--- src/rtl/ba_pkg.sv ---
// shared constants, payload types and table functions of the buddy allocator
package ba_pkg;

    localparam int POOL_BYTES      = 1024;
    localparam int MIN_BLOCK_BYTES = 16;
    localparam int NUM_GRANULES    = POOL_BYTES / MIN_BLOCK_BYTES;
    localparam int NUM_LEVELS      = 7;
    localparam int TOP_LEVEL       = NUM_LEVELS - 1;
    localparam int STACK_DEPTH     = 128;
    localparam int STACK_AW        = 7;
    localparam int GRAN_AW         = 6;
    localparam int OFF_W           = 10;
    localparam int LVL_W           = 3;
    localparam int CNT_W           = 7;
    localparam int IDX_W           = 6;
    localparam int SIZE_W          = 11;
    localparam int TOTAL_W         = 17;
    localparam int HDR_W           = 4;
    localparam int GRAN_LSB        = 4;

    localparam logic [1:0] ST_OK       = 2'd0;
    localparam logic [1:0] ST_NO_SPACE = 2'd1;
    localparam logic [1:0] ST_BAD_FREE = 2'd2;

    typedef struct packed {
        logic        mode;
        logic [15:0] request_bytes;
        logic [9:0]  free_address;
    } ba_in_t;

    typedef struct packed {
        logic [1:0]  status;
        logic [9:0]  user_offset;
        logic [10:0] block_bytes;
    } ba_out_t;

    typedef struct packed {
        logic               set;
        logic               clr;
        logic               rd;
        logic [GRAN_AW-1:0] idx;
        logic [LVL_W-1:0]   lv;
    } ba_gran_op_t;

    // first stack entry of each level
    function automatic logic [STACK_AW-1:0] level_base(input logic [LVL_W-1:0] lv);
        logic [STACK_AW-1:0] b;
        case (lv)
            3'd0: b = 7'd0;
            3'd1: b = 7'd64;
            3'd2: b = 7'd96;
            3'd3: b = 7'd112;
            3'd4: b = 7'd120;
            3'd5: b = 7'd124;
            3'd6: b = 7'd126;
            default: b = 7'd127;
        endcase
        return b;
    endfunction

    function automatic logic [CNT_W-1:0] level_cap(input logic [LVL_W-1:0] lv);
        return CNT_W'(NUM_GRANULES) >> lv;
    endfunction

    function automatic logic [SIZE_W-1:0] block_size(input logic [LVL_W-1:0] lv);
        return SIZE_W'(MIN_BLOCK_BYTES) << lv;
    endfunction

endpackage

--- src/rtl/ba_level.sv ---
// size to level: smallest level whose block holds the request plus header
module ba_level import ba_pkg::*; (
    input  logic [TOTAL_W-1:0] total,
    output logic [LVL_W-1:0]   level
);
    always_comb begin
        level = LVL_W'(TOP_LEVEL);
        for (int l = TOP_LEVEL - 1; l >= 0; l--) begin
            if ((TOTAL_W'(MIN_BLOCK_BYTES) << l) >= total) begin
                level = LVL_W'(l);
            end
        end
    end
endmodule

--- config.mk ---
export PLATFORM = sky130hd
export DESIGN_NAME = ba_level
export DESIGN_NICKNAME = d
export VERILOG_FILES = /design/src/rtl/ba_pkg.sv /design/src/rtl/ba_level.sv
export SDC_FILE = /design/constraint.sdc
export NUM_CORES = 1
export LEC_CHECK = 0
export ABC_AREA = 1
export BUFFER_PORTS_ARGS = -buffer_cell sky130_fd_sc_hd__buf_2
export CAP_MARGIN = 30
export CELL_PAD_IN_SITES_DETAIL_PLACEMENT = 0
export CELL_PAD_IN_SITES_GLOBAL_PLACEMENT = 2
export CORE_ASPECT_RATIO = 1.1
export CORE_UTILIZATION = 15
export DETAILED_ROUTE_END_ITERATION = 8
export PLACE_DENSITY_LB_ADDON = 0.1
export SLEW_MARGIN = 20
export SYNTH_ARGS = -nofsm -noshare
export SYNTH_HDL_FRONTEND = slang
export SYNTH_SLANG_ARGS = --single-unit
--- constraint.sdc ---
create_clock -name vclk -period 1.2
set_input_delay 0.18 -clock vclk [all_inputs]
set_output_delay 0.18 -clock vclk [all_outputs]
set_load 0.005 [all_outputs]
# Yosys cells after proc, flatten, opt, wreduce, memory -nomap -nowiden
# Cells that the tools add are included.
# word_totals
regBits,0
inputBits,17
out_inout_bits,3
word_cells,12
# classes
muxes,6
n_lt_le_gt_ge,6
# ops
cell,n
"10-bit by 17-bit greater-or-equal comparator with 1-bit output, first input constant",1
"5-bit by 17-bit greater-or-equal comparator with 1-bit output, first input constant",1
"6-bit by 17-bit greater-or-equal comparator with 1-bit output, first input constant",1
"7-bit by 17-bit greater-or-equal comparator with 1-bit output, first input constant",1
"8-bit by 17-bit greater-or-equal comparator with 1-bit output, first input constant",1
"9-bit by 17-bit greater-or-equal comparator with 1-bit output, first input constant",1
3-bit two-way mux,5
2-bit two-way mux,1

# Depth between registers and ports, before layout
# logic_depth
ltp_word,7
ltp_mapped,9
ltp_nobuf,9

# Worst setup path before layout
# No wires, ideal clock.
# synth_path
kind,input-to-output
from,input port total[10]
to,output port level[0]
n_path_buf,0
required_ps,1020
t_arrival_ps,870
stages,7
slack_ps,150
cell_sequence,nor2_1 nand2_1 nor2_4 nand2_1 o21ai_2 inv_2 a21oi_2
# synth_between
elab_chain_cells,7
elab_cells_between_ends,12
cone_classes,6 x order compare; 6 x mux
# synth_lines
element,line,rtl
from (decl),ba_level.sv:3,"input logic [TOTAL_W-1:0] total,"
10-bit by 17-bit greater-or-equal comparator with 1-bit output,ba_level.sv:9,if ((TOTAL_W'(MIN_BLOCK_BYTES) << l) >= total) begin
2-bit two-way mux,ba_level.sv:9,
3-bit two-way mux (4 in a row),ba_level.sv:9,
3-bit two-way mux (*),ba_level.sv:9,
to (decl),ba_level.sv:4,output logic [LVL_W-1:0] level
# Every way passes the cells marked *; elsewhere a longest branch is shown, timed or not.

# Final worst setup path
# layout_path
from,input port total[13]
to,output port level[0]
# Same word-level chain as after synthesis.

==> summary.txt <==
Die
  – Total number of placement rows: 14
  – Vert. Die Dim: 41.8 µm
  – Chip width: around 38 µm
  – I/O pin cnt: 20
  – Area of the die: around 0.0016 mm²
  – Core Region: approximately 0.0013 mm²
  – Effective utilization at floorplan: approximately 16%

Timing
  – Setup WS post-layout: -98.7 ps
  – Final count of pins violating max slew: 0
  – Worst slew margin relative to its limit: between 80% and 90%
  – Worst Tran Pin Value: 178 ps
  – Worst hold slack across all endpoints: 799 ps
  – Shortest clock period the worst path allows after layout: ~1300 ps
  – Hold violation count in the final report: 0
  – Maximum frequency from static timing analysis: 770 MHz
  – Ratio of final minimum period to clock period: 108%
  – Setup-violating endpoint count in the final report: 2
  – RSZ-0062 raised after global routing: true

GRT
  – GRT overflow: 0
  – Global-route usage over all layers: between 10% and 20%
  – Vias in the first global route: around 380
  – Wire length of the first global-routing pass: roughly 1500 µm
  – Largest net degree at the start of global routing: 7
  – Antenna violations before repair: 0

Logic synthesis
  – Largest area contributor in the netlist: nor2_1
  – Top-area cell type share of the netlist area: around 29%
  – Leading post-synthesis cells by cell area: nor2_1, nand2_1, nand3_1
  – Area of the mapped netlist: 216 µm²
  – Syn avg cell area: 4.42 µm²
  – Cell count after synthesis: 49
  – Number of nets in the synthesized netlist: 66
  – Unique masters post-synth: 12
  – Yosys Warn Count: 0
  – Sequential fraction of the synthesis area: 0%

Outcome
  – Failing checks: negative setup slack
  – Outcome: finished, violations left

Cells and area
  – Total of fill cells in the finished design: ~150
  – Most common cell after layout, fill and taps aside: buf_2
  – Area of the multi-input gates: roughly 280 µm²
  – Sequential cell count: 0
  – Top library cells by usage in the layout, fill and taps aside: buf_2, buf_4, nand2_1
  – Share of final-layout standard cells stronger than drive strength 1: between 70% and 80%
  – Total of clock buffers placed in the layout: 0
  – Diode insertion count for antenna repair: 0
  – Final standard cell count with taps included and fillers excluded: 95
  – Area used by sequential logic in the layout: 0 µm²
  – P&R area growth vs syn: 160%
  – Number of nets in the finished design: 98

Critical path
  – Type of the worst setup path: in -> out
  – Max Fanout on Critical Path: 6
  – Category of the worst setup path capture point: output port
  – Worst Path Arrival: approximately 1100 ps
  – WP data required: just over 1000 ps
  – Sort of element at the start of the critical path: primary input

Placed design
  – Port bufs: 20
  – Count of placed standard cells including taps: 94
  – Half-perimeter wire length after placement: about 660 µm
  – Pre-CTS setup slack: -150 ps
  – Weighted congestion at the end of routability-driven global placement: 0.626

Routing
  – DRC violations left: 0
  – Detailed-route via count: between 300 and 400
  – Detail-routed via count per cell: a little over 4
  – Final antenna-violating net count: 0
  – 1st-iter DRT viols: 1
  – Average wire per cell in the routed design: approximately 8.9 µm
  – Number of iterations in the first detailed-routing pass: 2
  – Total routed wirelength: between 800 and 900 µm

Power and ir drop
  – Worst supply voltage drop on vdd: between 90 and 100 µV
  – Total power after layout: between 0.1 and 0.15 mW
  – Power density over the cells: 220 mW/mm²
  – Leakage power: 0.236 nW

Clock network
  – Cts hold-fix bufs: 0

Min path
  – Class of the tightest hold or removal check: in -> out

Run
  – Reported max-cap violation count: 0
metal layers:
metal,wire length [µm],track usage [%],share of wire [%],vias to the layer above
li1,-,-,-,214
met2,497,23.1,59,6
met5,0,0,0,-
met3,17,0,2.0,0
met1,331,14.8,39,172
met4,0,0,0,0
logic make-up (layout without fill, tap and decap cells):
group / Yosys count / count (layout) / synth area share (%)
buffers and inverters: 5 / 35 / 8.67
AOI/OAI and AO/OA: 7 / 7 / 19.7
and+or+nand+nor: 37 / 37 / 71.7
cell type report:
cell class                      instances  area share [%]
Multi-Input combinational cell         44            50.6
Tap cell                               16            3.56
Timing Repair Buffer                   30            42.5
Inverter                                5            3.34
Yosys cell counts, drive strengths merged:
master  instances
nand2          14
a21oi           3
o21ai           4
inv             5
nand3           5
nor2           18
worst paths after layout:
path | slack, ps | endpoint | from | cells past startpoint
worst max-delay path | -100 | level[0] | total[13] | 9
worst min-delay path | 800 | level[0] | total[4] | 5
critical path, stage by stage:
cell,delay (ps)
buf_8,100
nor2_4,90
nand2_2,70
nor2_4,180
nand3_1,140
o21ai_2,100
inv_2,50
a21oi_2,90
buf_2,110
repair_timing:
action / 4_1_cts / 5_1_grt
gates resized for setup: 28 / 11
pin swaps: 11 / 2
setup endpoints to repair: 3 / 3
buffers inserted: 1 / 1
power by group:
group | switching (mW) | internal (mW) | leakage [nW]
Sequential | 0 | 0 | 0
Combinational | 0.0534 | 0.0702 | 0.236
Clock | 0 | 0 | 0
through the flow:
stage               setup TNS, ps  cell area, µm²  utilization [%]
floorplan                       0             216                -
CTS                          -153             524             38.9
finish                       -122             562             41.7
global placement             -275             404             30.0
global route                 -360             562             41.7
detailed placement           -238             404             30.0
(Power assumes the default switching activity.)
