File: src/rtl/ba_ram.sv
// simple dual-port ram with registered read data
module ba_ram #(
    parameter int DEPTH = 128,
    parameter int WIDTH = 10
) (
    input  logic                     aclk,
    input  logic                     we,
    input  logic [$clog2(DEPTH)-1:0] waddr,
    input  logic [WIDTH-1:0]         wdata,
    input  logic                     re,
    input  logic [$clog2(DEPTH)-1:0] raddr,
    output logic [WIDTH-1:0]         rdata
);
    logic [WIDTH-1:0] mem [DEPTH];
    logic [WIDTH-1:0] rdata_reg;

    always_ff @(posedge aclk) begin
        if (we) begin
            mem[waddr] <= wdata;
        end
        if (re) begin
            rdata_reg <= mem[raddr];
        end
    end

    assign rdata = rdata_reg;
endmodule

File: config.mk
export PLATFORM = sky130hd
export DESIGN_NAME = ba_ram
export DESIGN_NICKNAME = d
export VERILOG_FILES = /design/src/rtl/ba_ram.sv
export SDC_FILE = /design/constraint.sdc
export NUM_CORES = 1
export LEC_CHECK = 0
export BUFFER_PORTS_ARGS = -buffer_cell sky130_fd_sc_hd__buf_2
export CORE_UTILIZATION = 60
export DETAILED_ROUTE_END_ITERATION = 8
export PLACE_DENSITY = 0.78
export SLEW_MARGIN = 25
export SYNTH_ARGS = -nofsm -noshare
export SYNTH_HDL_FRONTEND = slang
export SYNTH_SLANG_ARGS = --single-unit
File: constraint.sdc
create_clock -name aclk -period 5.3 [get_ports aclk]
set_input_delay 0.265 -clock aclk [delete_from_list [all_inputs] [get_ports aclk]]
set_output_delay 0.265 -clock aclk [all_outputs]
set_load 0.01 [all_outputs]
# Word level (Yosys, flattened, before mapping)
# Memory sizes are Yosys's and may differ from the RTL's. A register that Yosys moved wholly into a read port is not among the register bits.
# Index checks and enable logic that the tools add are counted.
# word_totals
regBits	0
ramBits	1280
input_bits	27
out_inout_bits	10
n_memories	1
# memory_table
name	words	word_bits	rd	rd_clocked_by_memory_dff	write_ports	line_no	rtl
mem	128	10	1	1	1	14	logic [WIDTH-1:0] mem [DEPTH];
# op_classes
muxes	2
# op_table
operator	n
two-way mux 1 bit	2

# Longest topological paths before layout
# Gate-level depths: netlist of the first run.
# logic_depth
depth_word	2
mapped_depth	7
mapped_depth_nobuf	4

# Least setup slack after synthesis of the first run
# Ideal clock, no wire load.
# synth_timing
kind	input-to-reg
from	input port raddr[0]
to	register rdata_reg[0] (netlist: rdata[0]) (read register of mem) (data pin)
t_arrival_ns	2.640
required_time_ns	5.040
slack_ns	2.400
cell_stages	6
n_path_buf	2
path_cell_list	clkbuf_1 buf_1 mux4_2 mux4_2 mux4_2 mux2_2
# synth_lines
element	line_no	rtl
start: declaration	11	input logic [$clog2(DEPTH)-1:0] raddr,
end: declaration	15	logic [WIDTH-1:0] rdata_reg;

==> results of run 1 <==
==> worst max path at each step <==
| stage | cells past startpoint | start | slack, ps | to |
|---|---|---|---|---|
| 2_1_floorplan | 6 | raddr[0] | 2400 | rdata[0]$_DFFE_PP_ |
| 3_3_place_gp | 6 | raddr[0] | 1760 | rdata[1]$_DFFE_PP_ |
| 3_5_place_dp | 6 | raddr[0] | 1740 | rdata[1]$_DFFE_PP_ |
| 4_1_cts | 6 | raddr[0] | 2490 | rdata[1]$_DFFE_PP_ |
| 5_1_grt | 6 | raddr[0] | 2350 | rdata[1]$_DFFE_PP_ |
| 6_report | 6 | raddr[0] | 2430 | rdata[5]$_DFFE_PP_ |
==> logic make-up (layout without fill, tap and decap cells) <==
group         after synthesis  count (layout)  synth area share, %
mux                       430             430                 19.4
buf+inv                   108             319                0.908
flops                    1290            1290                 78.3
other cells                 0               2                    0
simple gates              170             170                 1.41
==> area by class of cell <==
type | instances | share of cell area, %
Tap cell | 1060 | 2.40
Timing Repair Buffer | 101 | 1.51
Sequential cell | 1290 | 70.1
Clock inverter | 76 | 1.61
Antenna cell | 2 | 0.00905
Clock buffer | 142 | 5.58
Multi-Input combinational cell | 600 | 18.8
==> cells in the final DEF (no fill, tap or decap), types with 4 or more instances in the layout <==
cell type / instances
buf_12: 8
buf_2: 22
buf_4: 63
bufinv_16: 17
clkbuf_1: 22
clkbuf_16: 120
clkinv_1: 25
clkinv_2: 21
clkinv_8: 4
clkinvlp_4: 4
dlygate4sd3_1: 4
edfxtp_1: 1290
mux2_2: 10
mux4_2: 420
nand2_1: 14
nand3_1: 12
nor2_1: 74
nor2_2: 48
nor2b_1: 7
nor3_1: 7
==> metrics by stage <==
step,cell area (µm²),power [mW]
finish,55300,21.1
global route,55300,21.5
CTS,55200,21.1
detailed placement,51200,12.5
global placement,51100,12.5
floorplan,49500,12.1
==> routing by layer <==
metal	share of wire [%]	global-route usage [%]
met5	0.019	0
met4	4.3	11.3
met3	11	6.14
met2	49	46.6
met1	35	40.7
==> power by group through the flow <==
| stage | registers (mW) | logic (mW) | clock network (mW) |
|---|---|---|---|
| floorplan | 11.5 | 0.560 | 0 |
| global placement | 11.5 | 0.978 | 0 |
| detailed placement | 11.5 | 1.00 | 0 |
| CTS | 11.3 | 1.02 | 8.78 |
| global route | 11.3 | 1.07 | 9.13 |
| finish | 11.3 | 1.03 | 8.74 |
==> worst max-delay path, delay by kind of cell <==
family                 cells  cell delay, ps
multiplexers               4            2090
buffers and inverters      2             760
==> metrics.md, run 1 <==
| Metric | Value |
|---|---|
| Final Util | 68.2% |
| Critical path, cell by cell | buf_8 -> buf_12 -> mux4_2 -> mux4_2 -> mux4_2 -> mux2_2 |
| Iter 0 DRT Violations | about 3.9k |
| Place WS | 1740 ps |
| Via Count | 23.1k |
| Setup Total Neg Slack | 0 ps |
| Worst hold path endpoint | mem[123][2]$_DFFE_PP_ |
| RSZ-0062 raised after global routing | no |
| Post-DP HPWL | 65500 µm |
| Root buffer cell | clkbuf_16 |
| Gp weighted congestion | between 0.8 and 0.9 |
| Slew Limit Fails | 0 |
| Nets@finish | 2140 |
| PortBufs | 36 |
| Register area | 38700 µm² |
| Critical path's largest stage delay | 650 ps |
| Initial antenna violation count | 8 |
| Largest net degree at the start of global routing | 129 |
| Status | finished clean |
| WL/cell | 36.1 µm |
| Distinct cells, synth | 15 |
| Critical path arrival | 3320 ps |
| Cells after Synth | 1998 |
| First-pass GRT wire length | between 150000 and 200000 µm |
| Syn avg cell area | 24.8 µm² |
| Synth async-reset ratio | 0% |
| CTS clk-pin slew, worst paths | about 60 ps |
| CP required | about 5800 ps |
| Power density cells | 381 nW/µm² |
| Crit. End Element | flop |
| Critical-path maximum fanout | 62 |
| Hold Vio Cnt, Final | 0 |
| Initial core utilization | just over 60% |
| Final Hold Slack | 57.3 ps |
| Mapped Area | 49500 µm² |
| Antenna viol nets, final | 0 |
| Max cap viols | 0 |
| Reg2Reg Depth | 4 |
| Layout cells sized above 1 | 33.9% |
| Post-CTS Resized | 0 |
| Final wirelength | 118000 µm |
| Internal power | 16.7 mW |
| Area contributors post-synth | edfxtp_1 (78%), mux4_2 (19%), nor2_1 (0.93%) |
| Die Y | 289 µm |
| LEAKAGE | 16.9 nW |
| Flop pwr share | 53.6% |
| Period utilization | 54.2% |
| Synth Flop Type | edfxtp_1 |
| Die span in x | approximately 290 µm |
| Cell mode on critical path | mux4_2 |
| Tot GR Track Use | 29.3% |
| Row count | 104 |
| Multi-input gate area | slightly above 10000 µm² |
| Warning count from the yosys run | 0 |
| Hold_sp | wdata[2] |
| Synth top area share | 78.3% |
| Core box area | 81100 µm² |
| HP Class | primary input to flop |
| Placed Cells | 3047 |
| FMAX | ~350 MHz |
| Sink Count | 1290 |
| Syn_nets | 2025 |
| DR pass1 iterations | 7 |
| Comb power frac | under 10% |
| DRC viols | 0 |
| Peak supply drop | 0.000310 V |
| Register area share after synthesis | 78.3% |
| Switch Pwr | 4.40 mW |
| Reg-to-Reg Start | mem[122][6]$_DFFE_PP_ |
| Synth area leader | edfxtp_1 |
| Slowest CP cell | mux4_2 |
| Setup CP Type | primary input to flop |
| Total CTS buffers | 120 |
| Die Footprint | 83600 µm² |
| Hold buffers post-CTS | 4 |
| Worst-Margin Slew | 1100 ps |
| Final setup violation count | 0 |
| Final period demand of the worst path | 2870 ps |
| Max Root-Sink Buffers | 3 |
| CTS tree | built |
| Synthesis-stage register bit count | 1290 |
| Setup WS post-layout | 2430 ps |
| Top post-synthesis cells by count | edfxtp_1 (1290), mux4_2 (420), nor2_1 (122) |
| Worst-skew pair later-pin latency | 710 ps |
| Worst clock skew | 18.6 ps |
| Layout Area Growth over Synthesis | 11.8% |
| Flop-to-flop setup slack | 2680 ps |
| Via density | around 7.1 |
| Fin cells | 3271 |
| H-tree levels | 3 |
| Io pins | 37 |
| Slew headroom | 26.4% |
| Sw Ratio | 20.9% |
| Worst Setup Start Kind | primary input |
| Vias in the first global route | 23.5k |
| Clock Power Share | 41.5% |
| Most frequent cell after synthesis | edfxtp_1 |
| Post-CTS setup repair buffer count | 0 |
| Largest register FFs | 1280 |
| Congestion Overflow GR | 0 |
| FF-to-FF End | rdata[6]$_DFFE_PP_ |
| Number of fill cells | 4496 |
| Post-synth EDFFs | around 1.3k |
| Worst hold stages | 1 |
Note: power is estimated with default switching activity, not from simulation.
==> run 2, diff against run 1 <==
CORE_UTILIZATION = 57   (was 60)
clock period = 2.4 ns   (was 5.3 ns; I/O delays follow)
==> run 2 against run 1 <==
The flow now finishes with violations (setup timing). Die area up 5.2%. Routed wire length up 5.4%. Sequential power up 120%. Final area up 3.8%. Sequential share of layout area down 2.5 points. Power up 120%.
==> metrics.md, run 2 (synthesized netlist as in run 1, its figures left out) <==
| Metric | Value |
|---|---|
| Status | finished, violations left |
| Failing checks | setup timing |
| Post-DP HPWL | 73800 µm |
| First-pass GRT wire length | 178000 µm |
| Antenna viol nets, final | 0 |
| Critical path, cell by cell | mux4_2 -> mux4_2 -> mux4_2 -> mux2_2 |
| Layout cells sized above 1 | between 30% and 40% |
| Post-layout instance area | 57400 µm² |
| Iter 0 DRT Violations | 3642 |
| CP top delay family | multiplexers |
| Final period demand of the worst path | 2590 ps |
| Slew Limit Fails | 0 |
| Worst Setup Start Kind | flop |
| Worst-skew pair later-pin latency | 720 ps |
| Commonest non-fill, non-tap cell in the layout | edfxtp_1 |
| Layout Area Growth over Synthesis | 16.0% |
| Largest register FFs | 1280 |
| Core box area | ~86000 µm² |
| Power density cells | 821 nW/µm² |
| Die Y | ~300 µm |
| RSZ-0062 raised after global routing | yes |
| CTS clk-pin slew, worst paths | 70 ps |
| Fin cells | 3559 |
| Crit path from | mem[127][2]$_DFFE_PP_ |
| Total CTS buffers | 118 |
| Worst clock skew | 34.1 ps |
| Max Root-Sink Buffers | 3 |
| Worst-Margin Slew | around 740 ps |
| CP Buf/Inv Count | 0 |
| Die Footprint | 87900 µm² |
| Commonest non-fill, non-tap cells in the layout | edfxtp_1 (1290), mux4_2 (420), buf_4 (224) |
| Congestion Overflow GR | 0 |
| Placed Cells | between 3k and 4k |
| Io pins | 37 |
| Critical-path maximum fanout | 1 |
| Row count | approximately 110 |
| Setup CP Type | flop to flop |
| Slew headroom | 51.0% |
| Reg-to-Reg Start | mem[127][2]$_DFFE_PP_ |
| Vias in the first global route | roughly 25k |
| Place WS | -617 ps |
| Hold Vio Cnt, Final | 0 |
| Initial antenna violation count | 7 |
| Slowest CP cell | mux4_2 |
| Critical path's largest stage delay | 580 ps |
| Nets@finish | about 2.3k |
| Max cap viols | 0 |
| LEAKAGE | about 18 nW |
| Period utilization | 108% |
| Final Hold Slack | 88.2 ps |
| Initial core utilization | 57.8% |
| Final wirelength | between 100000 and 150000 µm |
| CTS tree | built |
| Cell mode on critical path | mux4_2 |
| Final setup violation count | 10 |
| Largest net degree at the start of global routing | 129 |
| Gp weighted congestion | between 0.8 and 0.9 |
| Sink Count | 1290 |
| WL/cell | 35.0 µm |
| Peak supply drop | 0.000672 V |
| Placed instance area | 53200 µm² |
| Die span in x | around 300 µm |
| DR pass1 iterations | 6 |
| Critical path arrival | 3050 ps |
| Root buffer cell | clkbuf_16 |
| Diodes inserted | 0 |
| Number of fill cells | a little under 5k |
| H-tree levels | 3 |
| Final Power | 47.1 mW |
| FMAX | 386 MHz |
| Via density | 6.75 |
| DRC viols | 0 |
| CP required | 2850 ps |
| Post-CTS setup repair buffer count | 0 |
| Hold_sp | wdata[3] |
| Via Count | 24.0k |
| Setup WS post-layout | -193 ps |
| Tot GR Track Use | 29.2% |
| HP Class | primary input to flop |
| Crit. End Element | flop |
| PortBufs | 36 |
==> run 2: cell types whose count changed in the layout (fill, tap and decap cells not counted), sizes merged <==
cell and change:
bufinv +3, dlygate4sd3 +7, clkinvlp +2, clkbuf -3, diode -2, buf +199
inv +3, clkinv -5
==> run 2: final timing paths <==
path	to	slack (ps)	depth (start not counted)
max reg2reg	rdata[2]$_DFFE_PP_	-190	4
min	mem[87][3]$_DFFE_PP_	90	2
min reg2reg	rdata[8]$_DFFE_PP_	1250	4
max	rdata[2]$_DFFE_PP_	-190	4
==> run 2: metrics by stage <==
step           setup TNS (ps)  util (%)
6_report                -1690      67.0
3_5_place_dp            -5530      62.2
2_1_floorplan            -675         -
5_1_grt                 -1750      67.0
4_1_cts                 -1590      67.0
3_3_place_gp            -5400      62.2
==> run 2: repair_timing <==
action / 4_1_cts / 5_1_grt
resized for setup: 2 / 0
endpoints found under the setup margin: 10 / 10
hold buffers: 10 / 1
endpoints found under the hold margin: 258 / 12
==> run 2: where the power goes <==
| part | switching, mW | leakage [nW] | internal (mW) |
|---|---|---|---|
| registers | 0.0595 | 11.6 | 24.9 |
| logic | 1.46 | 4.60 | 1.11 |
| clock network | 8.29 | 1.96 | 11.3 |
==> run 2: cell type report <==
type | instances | area (µm²) | area share (%)
Clock buffer | 139 | 3050 | 5.32
Clock inverter | 79 | 972 | 1.70
Multi-Input combinational cell | 600 | 10300 | 17.9
Sequential cell | 1290 | 38700 | 67.5
Tap cell | 1144 | 1430 | 2.50
Timing Repair Buffer | 307 | 2880 | 5.03
==> run 2: layer usage <==
metal	wire, µm	up-vias	global-route usage, %
li1	-	9279	-
met2	61700	1805	47.1
met1	42200	12618	39.3
met5	92	-	0
met4	6150	14	12.9
met3	14300	325	5.57
==> run 2: worst register-to-register path, delay by kind of cell (launching register included) <==
kind   cells  cell delay [ps]
flops      1              400
mux        4             1960
