[src/rtl/ba_pkg.sv]
// shared constants, payload types and table functions of the buddy allocator
package ba_pkg;

    localparam int POOL_BYTES      = 1024;
    localparam int MIN_BLOCK_BYTES = 16;
    localparam int NUM_GRANULES    = POOL_BYTES / MIN_BLOCK_BYTES;
    localparam int NUM_LEVELS      = 7;
    localparam int TOP_LEVEL       = NUM_LEVELS - 1;
    localparam int STACK_DEPTH     = 128;
    localparam int STACK_AW        = 7;
    localparam int GRAN_AW         = 6;
    localparam int OFF_W           = 10;
    localparam int LVL_W           = 3;
    localparam int CNT_W           = 7;
    localparam int IDX_W           = 6;
    localparam int SIZE_W          = 11;
    localparam int TOTAL_W         = 17;
    localparam int HDR_W           = 4;
    localparam int GRAN_LSB        = 4;

    localparam logic [1:0] ST_OK       = 2'd0;
    localparam logic [1:0] ST_NO_SPACE = 2'd1;
    localparam logic [1:0] ST_BAD_FREE = 2'd2;

    typedef struct packed {
        logic        mode;
        logic [15:0] request_bytes;
        logic [9:0]  free_address;
    } ba_in_t;

    typedef struct packed {
        logic [1:0]  status;
        logic [9:0]  user_offset;
        logic [10:0] block_bytes;
    } ba_out_t;

    typedef struct packed {
        logic               set;
        logic               clr;
        logic               rd;
        logic [GRAN_AW-1:0] idx;
        logic [LVL_W-1:0]   lv;
    } ba_gran_op_t;

    // first stack entry of each level
    function automatic logic [STACK_AW-1:0] level_base(input logic [LVL_W-1:0] lv);
        logic [STACK_AW-1:0] b;
        case (lv)
            3'd0: b = 7'd0;
            3'd1: b = 7'd64;
            3'd2: b = 7'd96;
            3'd3: b = 7'd112;
            3'd4: b = 7'd120;
            3'd5: b = 7'd124;
            3'd6: b = 7'd126;
            default: b = 7'd127;
        endcase
        return b;
    endfunction

    function automatic logic [CNT_W-1:0] level_cap(input logic [LVL_W-1:0] lv);
        return CNT_W'(NUM_GRANULES) >> lv;
    endfunction

    function automatic logic [SIZE_W-1:0] block_size(input logic [LVL_W-1:0] lv);
        return SIZE_W'(MIN_BLOCK_BYTES) << lv;
    endfunction

endpackage

[src/rtl/ba_ram.sv]
// simple dual-port ram with registered read data
module ba_ram #(
    parameter int DEPTH = 128,
    parameter int WIDTH = 10
) (
    input  logic                     aclk,
    input  logic                     we,
    input  logic [$clog2(DEPTH)-1:0] waddr,
    input  logic [WIDTH-1:0]         wdata,
    input  logic                     re,
    input  logic [$clog2(DEPTH)-1:0] raddr,
    output logic [WIDTH-1:0]         rdata
);
    logic [WIDTH-1:0] mem [DEPTH];
    logic [WIDTH-1:0] rdata_reg;

    always_ff @(posedge aclk) begin
        if (we) begin
            mem[waddr] <= wdata;
        end
        if (re) begin
            rdata_reg <= mem[raddr];
        end
    end

    assign rdata = rdata_reg;
endmodule

[src/rtl/ba_granule.sv]
// per-granule allocated flags and level store of allocated blocks
module ba_granule import ba_pkg::*; (
    input  logic             aclk,
    input  logic             aresetn,
    input  ba_gran_op_t      op,
    output logic             alloc_bit,
    output logic [LVL_W-1:0] lv_rdata
);
    logic [NUM_GRANULES-1:0] alloc_reg;

    always_ff @(posedge aclk) begin
        if (!aresetn) begin
            alloc_reg <= '0;
        end else if (op.set) begin
            alloc_reg[op.idx] <= 1'b1;
        end else if (op.clr) begin
            alloc_reg[op.idx] <= 1'b0;
        end
    end

    assign alloc_bit = alloc_reg[op.idx];

    ba_ram #(
        .DEPTH(NUM_GRANULES),
        .WIDTH(LVL_W)
    ) u_lv_ram (
        .aclk (aclk),
        .we   (op.set),
        .waddr(op.idx),
        .wdata(op.lv),
        .re   (op.rd),
        .raddr(op.idx),
        .rdata(lv_rdata)
    );
endmodule

[config.mk]
export PLATFORM = sky130hd
export DESIGN_NAME = ba_granule
export DESIGN_NICKNAME = d
export VERILOG_FILES = /design/src/rtl/ba_pkg.sv /design/src/rtl/ba_ram.sv /design/src/rtl/ba_granule.sv
export SDC_FILE = /design/constraint.sdc
export NUM_CORES = 1
export LEC_CHECK = 0
export BUFFER_PORTS_ARGS = -buffer_cell sky130_fd_sc_hd__buf_2
export CORE_ASPECT_RATIO = 2
export CORE_MARGIN = 2
export CORE_UTILIZATION = 62
export DETAILED_ROUTE_END_ITERATION = 8
export GPL_ROUTABILITY_DRIVEN = 0
export PLACE_DENSITY = 0.85
export SYNTH_ARGS = -nofsm -noshare
export SYNTH_HDL_FRONTEND = slang
export SYNTH_HIERARCHICAL = 1
export SYNTH_SLANG_ARGS = --single-unit
[constraint.sdc]
create_clock -name aclk -period 2.1 [get_ports aclk]
set_input_delay 0.21 -clock aclk [delete_from_list [all_inputs] [get_ports aclk]]
set_output_delay 0.21 -clock aclk [all_outputs]
set_load 0.005 [all_outputs]
# Word level (Yosys, flattened, before mapping)
# Memory sizes are Yosys's and may differ from the RTL's. A register that Yosys moved wholly into a read port is not among the register bits.
# Index checks and enable logic that the tools add are counted.
[totals]
reg_bits = 64
ram_bits = 192
input_bits = 14
output_inout_bits = 4
elab_cells = 17
mem_count = 1
[classes]
magnitude_cmp = 2
n_mux = 8
n_bitwise = 3
n_reduce_logical = 2
[memory_table]
columns = ["memory", "depth", "word_bits", "rd", "rd_ports_with_merged_regs", "write_ports", "line", "text"]
rows = [
  ["u_lv_ram.mem", 64, 3, 1, 1, 1, "ba_ram.sv:14", "logic [WIDTH-1:0] mem [DEPTH];"],
]
[ops]
columns = ["operator", "count"]
rows = [
  ["2-to-1 mux 64 bit", 2],
  ["bitwise AND 64 bit", 1],
  ["NOT 64 bit", 1],
  ["OR 64 bit", 1],
  ["less-than comparator 6 x 7 -> 1 bit (second input constant)", 1],
  ["binary-select mux 1 bit (select 6 bit)", 1],
  ["demux 1 bit (select 6 bit)", 1],
  ["greater-or-equal comparator 6 x 1 -> 1 bit (second input constant)", 1],
  ["2-to-1 mux 1 bit", 4],
  ["nonzero test 2 bit", 1],
  ["logical AND 1 bit", 1],
]

# Longest topological paths before layout
# Gate-level depths: netlist of the first run.
[depth]
word_depth = 8
mapped_depth = 8
mapped_depth_nobuf = 5

# Hierarchy
# Netlist of the first run, hierarchy kept.
[modules_own_cells]
columns = ["mod", "instances", "cells_each", "area_each_um2", "seq_area_each_um2"]
rows = [
  ["ba_ram", 1, 423, 7893.8, 5855.6],
  ["ba_granule", 1, 370, 3399.5, 1281.2],
]

# Least setup slack after synthesis of the first run
# Ideal clock, no wire load.
[synth_timing]
path_kind = "input -> register"
startpoint = "in op[3] (netlist name)"
endpoint = "reg u_lv_ram.rdata_reg[0] (netlist: u_lv_ram/rdata[0]) (read register of u_lv_ram.mem), data pin"
setup_time_ns = 0.256
t_arrival_ns = 1.714
required_time_ns = 1.844
slack_ns = 0.130
stages = 7
n_path_buf = 2
cell_sequence = "buf_2 buf_4 mux4_2 nand2_1 nand4_1 and3_1 a41o_1"
[synth_lines]
columns = ["item", "line", "text"]
rows = [
  ["from (decl)", "ba_granule.sv:5", "input ba_gran_op_t op,"],
  ["to (decl)", "ba_ram.sv:15", "logic [WIDTH-1:0] rdata_reg;"],
]

==> results of run 1 <==
## what timing repair did
item	in CTS	in global routing
gates cloned	0	0
endpoints found under the hold margin	3	0
setup endpoints to repair	1	2
hold buffers	1	0
resized for setup	0	6
pin swaps	0	1
setup buffers	0	0
## layout by cell type (no fill, tap or decap), types with 3 or more instances in the layout
master | netlist | layout
buf_12 | 1 | 7
and3_1 | 3 | 3
nor2_1 | 130 | 130
mux4_1 | 12 | 8
nand3b_1 | 6 | 6
mux2i_1 | 65 | 65
o21ai_0 | 19 | 19
clkbuf_1 | 25 | 4
buf_4 | 3 | 81
clkbuf_16 | 0 | 21
nand2_1 | 38 | 38
inv_1 | 3 | 3
mux2_2 | 3 | 3
clkinv_2 | 0 | 3
nor3_1 | 5 | 5
bufinv_16 | 0 | 3
edfxtp_1 | 195 | 195
mux4_2 | 45 | 49
clkinv_1 | 0 | 5
nand4_1 | 10 | 10
a21oi_1 | 5 | 5
o22ai_1 | 5 | 4
nor2b_1 | 59 | 59
nand3_1 | 13 | 13
buf_2 | 15 | 16
a211oi_1 | 3 | 3
nand2b_1 | 6 | 6
dfxtp_1 | 64 | 63
a21boi_0 | 16 | 16
o211ai_1 | 3 | 3
a2111oi_0 | 3 | 3
## kinds of logic (layout without fill, tap and decap cells)
group,count (synthesis),in the layout,share of synthesized area (%)
AND/OR/NAND/NOR,283,283,12.1
flip-flops,259,259,63.2
multiplexers,125,125,17.8
AO/OA/AOI/OAI,70,70,4.42
buffers and inverters,56,145,2.47
## metal layers
layer	part of all wire (%)	track usage [%]	routed length [µm]	vias up
li1	-	-	-	3124
met1	33	29.6	8500	3470
met2	55	50.1	14200	361
met3	6.1	3.60	1570	109
met4	6.3	15.0	1630	2
met5	0.050	0	13	-
## power by group through the flow
| stage | clock network [mW] | logic, mW | registers (mW) |
|---|---|---|---|
| 3_3_place_gp | 0 | 0.682 | 5.66 |
| 4_1_cts | 3.91 | 0.718 | 5.55 |
| 5_1_grt | 4.09 | 0.769 | 5.55 |
| 3_5_place_dp | 0 | 0.709 | 5.66 |
| 6_report | 3.88 | 0.725 | 5.55 |
| 2_1_floorplan | 0 | 0.408 | 5.66 |
## layout make-up
class	instances	area [µm²]
flip-flops and latches	259	7140
inverters	3	11.3
clock inverters	12	129
multi-input cells	478	3870
well taps	213	267
clock buffers	25	541
fillers	1098	4990
repair buffers	105	838
## critical path, stage by stage (launching register included)
cell and delay, ps:
dfxtp_2 320, mux4_2 460, mux2i_1 170, buf_4 160, o22ai_2 70, a211oi_2 180, o211ai_1 130, buf_2 150
## per-stage QoR
step	TNS (ps)	hold WS, ps
2_1_floorplan	0	309
3_3_place_gp	-510	465
3_5_place_dp	-659	478
4_1_cts	-256	184
5_1_grt	-300	216
6_report	-242	212
## how the worst min path moves through the flow
| stage | end | from |
|---|---|---|
| after floorplan | u_lv_ram/mem[0][0] | op[0] |
| after global placement | flop | flop |
| after detailed placement | flop | flop |
| after CTS | u_lv_ram/rdata[1] | op[8] |
| after global routing | u_lv_ram/rdata[1] | op[8] |
| final | u_lv_ram/rdata[1] | op[8] |
==> metrics.txt, run 1 <==
status complete, but fails checks; failing checks setup timing; Final period util 112%; cell area after layout 12800 µm²; Synth area leader edfxtp_1; Sw Share 20.8%; WP data required 1890 ps; setup violators final 1; iteration count of the initial detailed-routing pass 5; Nets 882; Sinks on Clock Net 259; die boundary height 195 µm; synthesized instance count 793; max frequency 427 MHz; Mapped Area 11300 µm²; Top FF cell, synth edfxtp_1; vias 7066; Mapped Nets 807; Final HPWL DP 17900 µm; Post-synth EDFFs 195; FFs w/ async S/R, synth 0%; # placed instances 1057; CTS tree built; DRT iter0 DRCs 584; RR Endpoint u_lv_ram/rdata[1]; Critical Path AT 2130 ps; final core occ 71.9%; global-route wire length before repair 40300 µm; Mean Syn Cell Area 14.2 µm²; sequential fraction of design power 54.7%; die extent in x 99.4 µm; most numerous cell in the Yosys netlist edfxtp_1; Post-Layout Cell Count 1095; Fin. Hold Viols 0; port bufs 17; worst slew pin tran 831 ps; DR vias/cell 6.45; Overflow after GRT 0; Setup crit start kind flop; commonest cells in the netlist 195 x edfxtp_1, 130 x nor2_1, 65 x mux2i_1; Pint 8.04 mW; pre-CTS WS -190 ps; r2r worst-path depth 5; Critical Path Fanout Max 2; CTS Buf Count 21; RSZ-0062 raised after global routing true; starting density of the core 63.5%; placed inst area 12100 µm²; vias in the first global route 7427; leading post-synthesis cells by cell area edfxtp_1 52%, dfxtp_1 11%, mux4_2 9.0%; layout cell share with drive strength beyond 1 22.3%; post-route ant nets 0; Slew headroom 44.6%; largest net degree at the start of global routing 65; WL final 25900 µm; Setup crit end kind output port; P_sw 2.11 mW; Yosys reg bits 259; maxcap violations 0; FP Rows 69; Power Density 793 nW/µm²; hold crit path type in -> reg; pins over their slew limit 0; Area growth syn-to-layout 13.3%; PnR Total Power 10.1 mW; Setup WS post-layout -242 ps; worst setup path end alloc_bit; yosys warns 6; CP Class reg -> out; Clock Power Share 38.2%; CTS clk-pin slew, worst paths 70 ps; combinational share of power 7.1%; r2r setup slk 90 ps; initial antenna violation count 1; worst skew pair latency 490 ps; Worst Hold Path Cells 2; Seq/Total Area, Yosys 63.2%; post-synthesis cell type count 48; die area 19400 µm²; CORE AREA 17800 µm²; reg2reg start u_lv_ram/mem[0][1]; gr usage total 27.3%; htree depth 1; DR DRC count 0; IO Pins 18; CTS Buffer Depth 3; drt wl/cell 23.6 µm; Tmin final 2340 ps; Peak VDD IR 800 µV; diode count 0; Synth top area share 51.9%; Leakage 4.15 nW; Clock Skew 4.24 ps; Root Driver clkbuf_16
(Power assumes the default switching activity.)
==> run 2: changes to the inputs <==
- CTS_BUF_LIST: not set -> sky130_fd_sc_hd__clkbuf_16
- CTS_CLUSTER_SIZE: not set -> 16
- RECOVER_POWER: not set -> 50
==> run 2 against run 1 <==
The run ends with capacitance limit, slew limit, setup timing left. Combinational power fell by 2%. Total power fell by 1.2%. Global-route usage did not move. Clock skew rose by 7.7 ps. Largest power group unchanged.
==> metrics.txt, run 2 (synthesized netlist as in run 1, its figures left out) <==
layout cell share with drive strength beyond 1 20.6% (-1.7 points); Overflow after GRT 0 (unchanged); Area growth syn-to-layout 12.7%; Root Driver clkbuf_16; Setup WS post-layout -241 ps (+1.11 ps); global-route wire length before repair 40300 µm (about the same); die boundary height 195 µm (unchanged); Top delay family on crit path multiplexers; WP buf/inv 2 (unchanged); Critical Path Fanout Max 2 (unchanged); Filler Cells Inserted 1106 (+0.73%); iteration count of the initial detailed-routing pass 5 (unchanged); Power Density 788 nW/µm² (-0.63%); Peak VDD IR 792 µV (-1.0%); max incr delay on CP 460 ps (about the same); sequential cell area 7140 µm² (unchanged); Post-Layout Cell Count 1096 (+0.091%); Final period util 111% (about the same); CTS tree built; Clock Power Share 37.6% (-0.6 points); reg2reg start u_lv_ram/mem[37][0]; Post-CTS Setup Bufs 0 (unchanged); area of the multi-input gates 3870 µm² (unchanged); hold_sp op[8]; # placed instances 1057 (unchanged); hold crit path type in -> reg; Slew headroom -1.12% (-46 points); Leakage 4.13 nW (-0.57%); status complete, but fails checks; CORE AREA 17800 µm² (unchanged); Fin. Hold Viols 0 (unchanged); worst path cell trace mux4_2, mux2i_1, buf_4, o22ai_2, a211oi_2, o211ai_1, buf_2; die area 19400 µm² (unchanged); Tmin final 2340 ps (-1.11 ps); RSZ-0062 raised after global routing true; Final HPWL DP 17900 µm (unchanged); final core occ 71.5% (-0.38 points); worst skew pair latency 510 ps (+20 ps); P_sw 2.14 mW (+1.4%); htree depth 1 (unchanged); CTS Buf Count 21 (unchanged); combinational share of power 7.1% (about the same); vias in the first global route 7509 (+1.1%); Sw Share 21.3% (+0.53 points); CTS Buffer Depth 3 (unchanged); DR DRC count 0 (unchanged); Nets 882 (unchanged); post-route ant nets 0 (unchanged); DR vias/cell 6.47 (+0.25%); worst slew pin tran 1520 ps (+685 ps); setup violators final 1 (unchanged); sequential fraction of design power 55.3% (+0.6 points); Setup crit start kind flop; commonest cells after routing, fill and taps aside 195 x edfxtp_1, 130 x nor2_1, 74 x buf_4, 65 x mux2i_1, 63 x dfxtp_1; initial antenna violation count 1 (unchanged); WL final 25800 µm (-0.42%); total negative slack -241 ps (+1.11 ps); Clock Skew 11.9 ps (+7.67 ps); diode count 0 (unchanged); CTS clk-pin slew, worst paths 70 ps (about the same); die extent in x 99.4 µm (unchanged); WP data required 1890 ps (about the same); Pint 7.89 mW (-1.8%); max frequency 427 MHz (about the same); failing checks capacitance limit, slew limit, setup timing; FP Rows 69 (unchanged); Sinks on Clock Net 259 (unchanged); gr usage total 27.3% (unchanged); Setup crit end kind output port; Crit-path slowest cell mux4_2; pre-CTS WS -190 ps (unchanged); Hold Slack 183 ps (-28.3 ps); IO Pins 18 (unchanged); largest net degree at the start of global routing 65 (unchanged); maxcap violations 2 (+2); CP Class reg -> out; DRT iter0 DRCs 531 (-9.1%); vias 7090 (+0.34%); pins over their slew limit 69 (+69); commonest non-fill, non-tap cell in the layout edfxtp_1; Critical Path AT 2130 ps (about the same); starting density of the core 63.5% (unchanged); drt wl/cell 23.5 µm (-0.52%); port bufs 17 (unchanged)
run 2: cell count changes in the layout (fill, tap and decap cells not counted), moves of 2 or more:
cell	change
clkbuf_1	+9
buf_4	-7
buf_2	-7
inv_1	+7
clkbuf_2	+2
run 2: stage by stage:
stage / instance area [µm²] / total power, mW
2_1_floorplan: 11300 / 6.06
3_3_place_gp: 12100 / 6.34
3_5_place_dp: 12100 / 6.37
4_1_cts: 12800 / 10.1
5_1_grt: 12700 / 10.3
6_report: 12700 / 10.0
run 2: repair_timing:
item	in CTS	in global routing
pin swaps	0	1
hold buffers	1	0
resized for setup	0	6
cloned	0	0
hold endpoints to repair	3	0
endpoints found under the setup margin	1	2
run 2: metal layers:
metal / wire length, µm / global-route usage, % / vias to the layer above
li1: - / - / 3134
met1: 8550 / 29.1 / 3527
met2: 14200 / 49.8 / 318
met3: 1370 / 3.74 / 109
met4: 1670 / 16.3 / 2
met5: 14 / 0 / -
run 2: area by class of cell:
type	instances	area share (%)
flip-flops and latches	259	56.1
well taps	213	2.09
inverters	3	0.0885
multi-input cells	478	30.4
clock inverters	17	0.983
clock buffers	21	4.13
repair buffers	105	6.20
run 2: final timing paths:
path                        to  slack [ps]  cells after the start
min          u_lv_ram/rdata[1]         180                      2
max reg2reg  u_lv_ram/rdata[0]          80                      5
min reg2reg               flop         490                      2
max                  alloc_bit        -240                      7
run 2: power by group through the flow:
stage | Clock [mW] | Combinational, mW | Sequential, mW
floorplan | 0 | 0.408 | 5.66
global placement | 0 | 0.682 | 5.66
detailed placement | 0 | 0.709 | 5.66
CTS | 3.81 | 0.718 | 5.55
global route | 3.99 | 0.757 | 5.55
finish | 3.77 | 0.714 | 5.55
==> run 3: changes to the inputs <==
- clock period: 2.1 -> 2.9 ns (I/O delays scaled with it)
==> run 3 against run 2 <==
Sequential power down 28%. Global-route usage fell by 0.46 points. Register-to-register slack improved by 660 ps. Sequential share of layout area is 1.9 points higher. Clock skew fell by 4.6 ps. The flow finishes with violations (capacitance limit, slew limit). Largest power group unchanged. Critical endpoint unchanged. Clock power decreased by 19%. Design area is 3.3% lower.
==> metrics.txt, run 3 (synthesized netlist as in run 1, its figures left out) <==
Nets 816 (-7.5%); reg2reg start u_lv_ram/mem[4][1]; CTS tree built; initial antenna violation count 1 (unchanged); vias in the first global route 7216 (-3.9%); Area growth syn-to-layout 8.94%; Tmin final 2580 ps; die boundary height 195 µm (unchanged); maxcap violations 3 (+1); Fin. Hold Viols 0 (unchanged); CTS clk-pin slew, worst paths 70 ps (about the same); FP Rows 69 (unchanged); CP Class in -> out; CTS Buf Count 23 (+9.5%); status complete, but fails checks; total negative slack 0 ps (+241 ps); WL final 25800 µm (about the same); Setup crit end kind output port; Hold Path End u_lv_ram/rdata[0]; pre-CTS WS 309 ps (+499 ps); hold_sp op[9]; Final HPWL DP 16800 µm (-6.0%); RR Endpoint u_lv_ram/rdata[1]; layer with the highest usage met2; Sinks on Clock Net 259 (unchanged); Leakage 3.88 nW (-6.1%); max incr delay on CP 400 ps (-60 ps); failing checks capacitance limit, slew limit; GRT met1 Usage 28.8% (-0.36 points); Crit-path slowest cell buf_2; Clock Skew 7.35 ps (-4.56 ps); Setup WS post-layout 317 ps (+557 ps); Filler Cells Inserted 1164 (+5.2%); layout cell share with drive strength beyond 1 14.9% (-5.7 points); gr usage total 26.8% (-0.46 points); WP data required 2610 ps (+720 ps); pins over their slew limit 195 (+180%); Top cell by count, worst path buf_2; Power Density 614 nW/µm² (-22%); Critical Path Fanout Max 44 (+42); setup violators final 0 (-1); worst path cell trace buf_2, buf_12, nor2b_1, a22oi_1, and3_1, a211oi_2, o211ai_1, buf_2; Post-CTS Setup Bufs 0 (unchanged); port bufs 17 (unchanged); die extent in x 99.4 µm (unchanged); worst skew pair latency 510 ps (about the same); Slew headroom -83.3% (-82 points); Worst Hold Path Cells 1 (-1); DR vias/cell 6.67 (+3.1%); Root Driver clkbuf_16; commonest non-fill, non-tap cell in the layout edfxtp_1; CTS Buffer Depth 3 (unchanged); DR DRC count 0 (unchanged); CTS Hold Buffers Added 0 (-1); met2 GRT Util 49.2% (-0.68 points); r2r worst-path depth 5 (unchanged); Post-CTS Resized 0 (unchanged); largest net degree at the start of global routing 65 (unchanged); worst slew pin tran 2750 ps (+1230 ps); max frequency 387 MHz; die area 19400 µm² (unchanged); RSZ-0062 raised after global routing false; diode count 0 (unchanged); DRT iter0 DRCs 555 (+4.5%); Peak VDD IR 567 µV (-28%); Setup crit start kind primary input; r2r setup slk 740 ps (+660 ps); drt wl/cell 25.0 µm (+6.1%); starting density of the core 63.5% (unchanged); Critical Path AT 2290 ps (+160 ps); iteration count of the initial detailed-routing pass 5 (unchanged); post-route ant nets 0 (unchanged); Overflow after GRT 0 (unchanged); met3 global-route usage 3.13% (-0.61 points); global-route wire length before repair 39700 µm (-1.6%); vias 6886 (-2.9%); CORE AREA 17800 µm² (unchanged); hold crit path type in -> reg; Final period util 89.1%; htree depth 1 (unchanged); IO Pins 18 (unchanged); commonest cells after routing, fill and taps aside 195 x edfxtp_1, 130 x nor2_1, 65 x mux2i_1, 64 x dfxtp_1, 59 x nor2b_1
-- run 3: changes by cell type in the layout (fill, tap and decap cells not counted), sizes merged --
cell	change
bufinv	+1
clkbuf	-6
buf	-58
dlygate4sd3	-1
inv	-3
clkinv	+3
-- run 3: critical path, delay by kind of cell --
family | cells | cell delay [ps]
AND/OR/NAND/NOR | 2 | 540
buffers and inverters | 3 | 870
AO/OA/AOI/OAI | 3 | 580
-- run 3: layer usage --
metal / up-vias / wire length, µm
met4: 2 / 1790
met3: 130 / 1660
li1: 2999 / -
met5: - / 12
met2: 369 / 14100
met1: 3386 / 8210
-- run 3: area by class of cell --
class	instances	area (µm²)	area share, %
clock buffers	24	601	4.88
repair buffers	37	255	2.07
inverters	3	11.3	0.0915
well taps	213	267	2.17
flip-flops and latches	259	7140	58.0
multi-input cells	478	3870	31.4
clock inverters	18	165	1.34
-- run 3: worst max-delay path by stage --
stage | startpoint | to | slack [ps] | depth (start not counted)
after global placement | op[3] | u_lv_ram/rdata[2] | 370 | 7
after global routing | op[4] | alloc_bit | 250 | 8
final | op[4] | alloc_bit | 320 | 8
after detailed placement | op[3] | u_lv_ram/rdata[2] | 310 | 7
after floorplan | op[3] | u_lv_ram/rdata[0] | 850 | 7
after CTS | op[4] | alloc_bit | 380 | 8
-- run 3: per-stage QoR --
| stage | cell area [µm²] | hold slack (ps) | utilization [%] | cells | total power, mW |
|---|---|---|---|---|---|
| floorplan | 11300 | 389 | - | 793 | 4.39 |
| global placement | 11600 | 466 | 65.0 | 990 | 4.54 |
| detailed placement | 11600 | 489 | 65.0 | 990 | 4.56 |
| CTS | 12300 | 24.7 | 69.3 | 1032 | 7.58 |
| global route | 12300 | 78.8 | 69.2 | 1032 | 7.74 |
| finish | 12300 | 99.0 | 69.2 | 1032 | 7.55 |
-- run 3: power by group --
group | switching (mW) | leakage (nW) | internal (mW) | total (mW)
sequential | 0.00949 | 2.27 | 4.01 | 4.02
combinational | 0.297 | 1.21 | 0.166 | 0.463
clock | 1.30 | 0.390 | 1.77 | 3.07
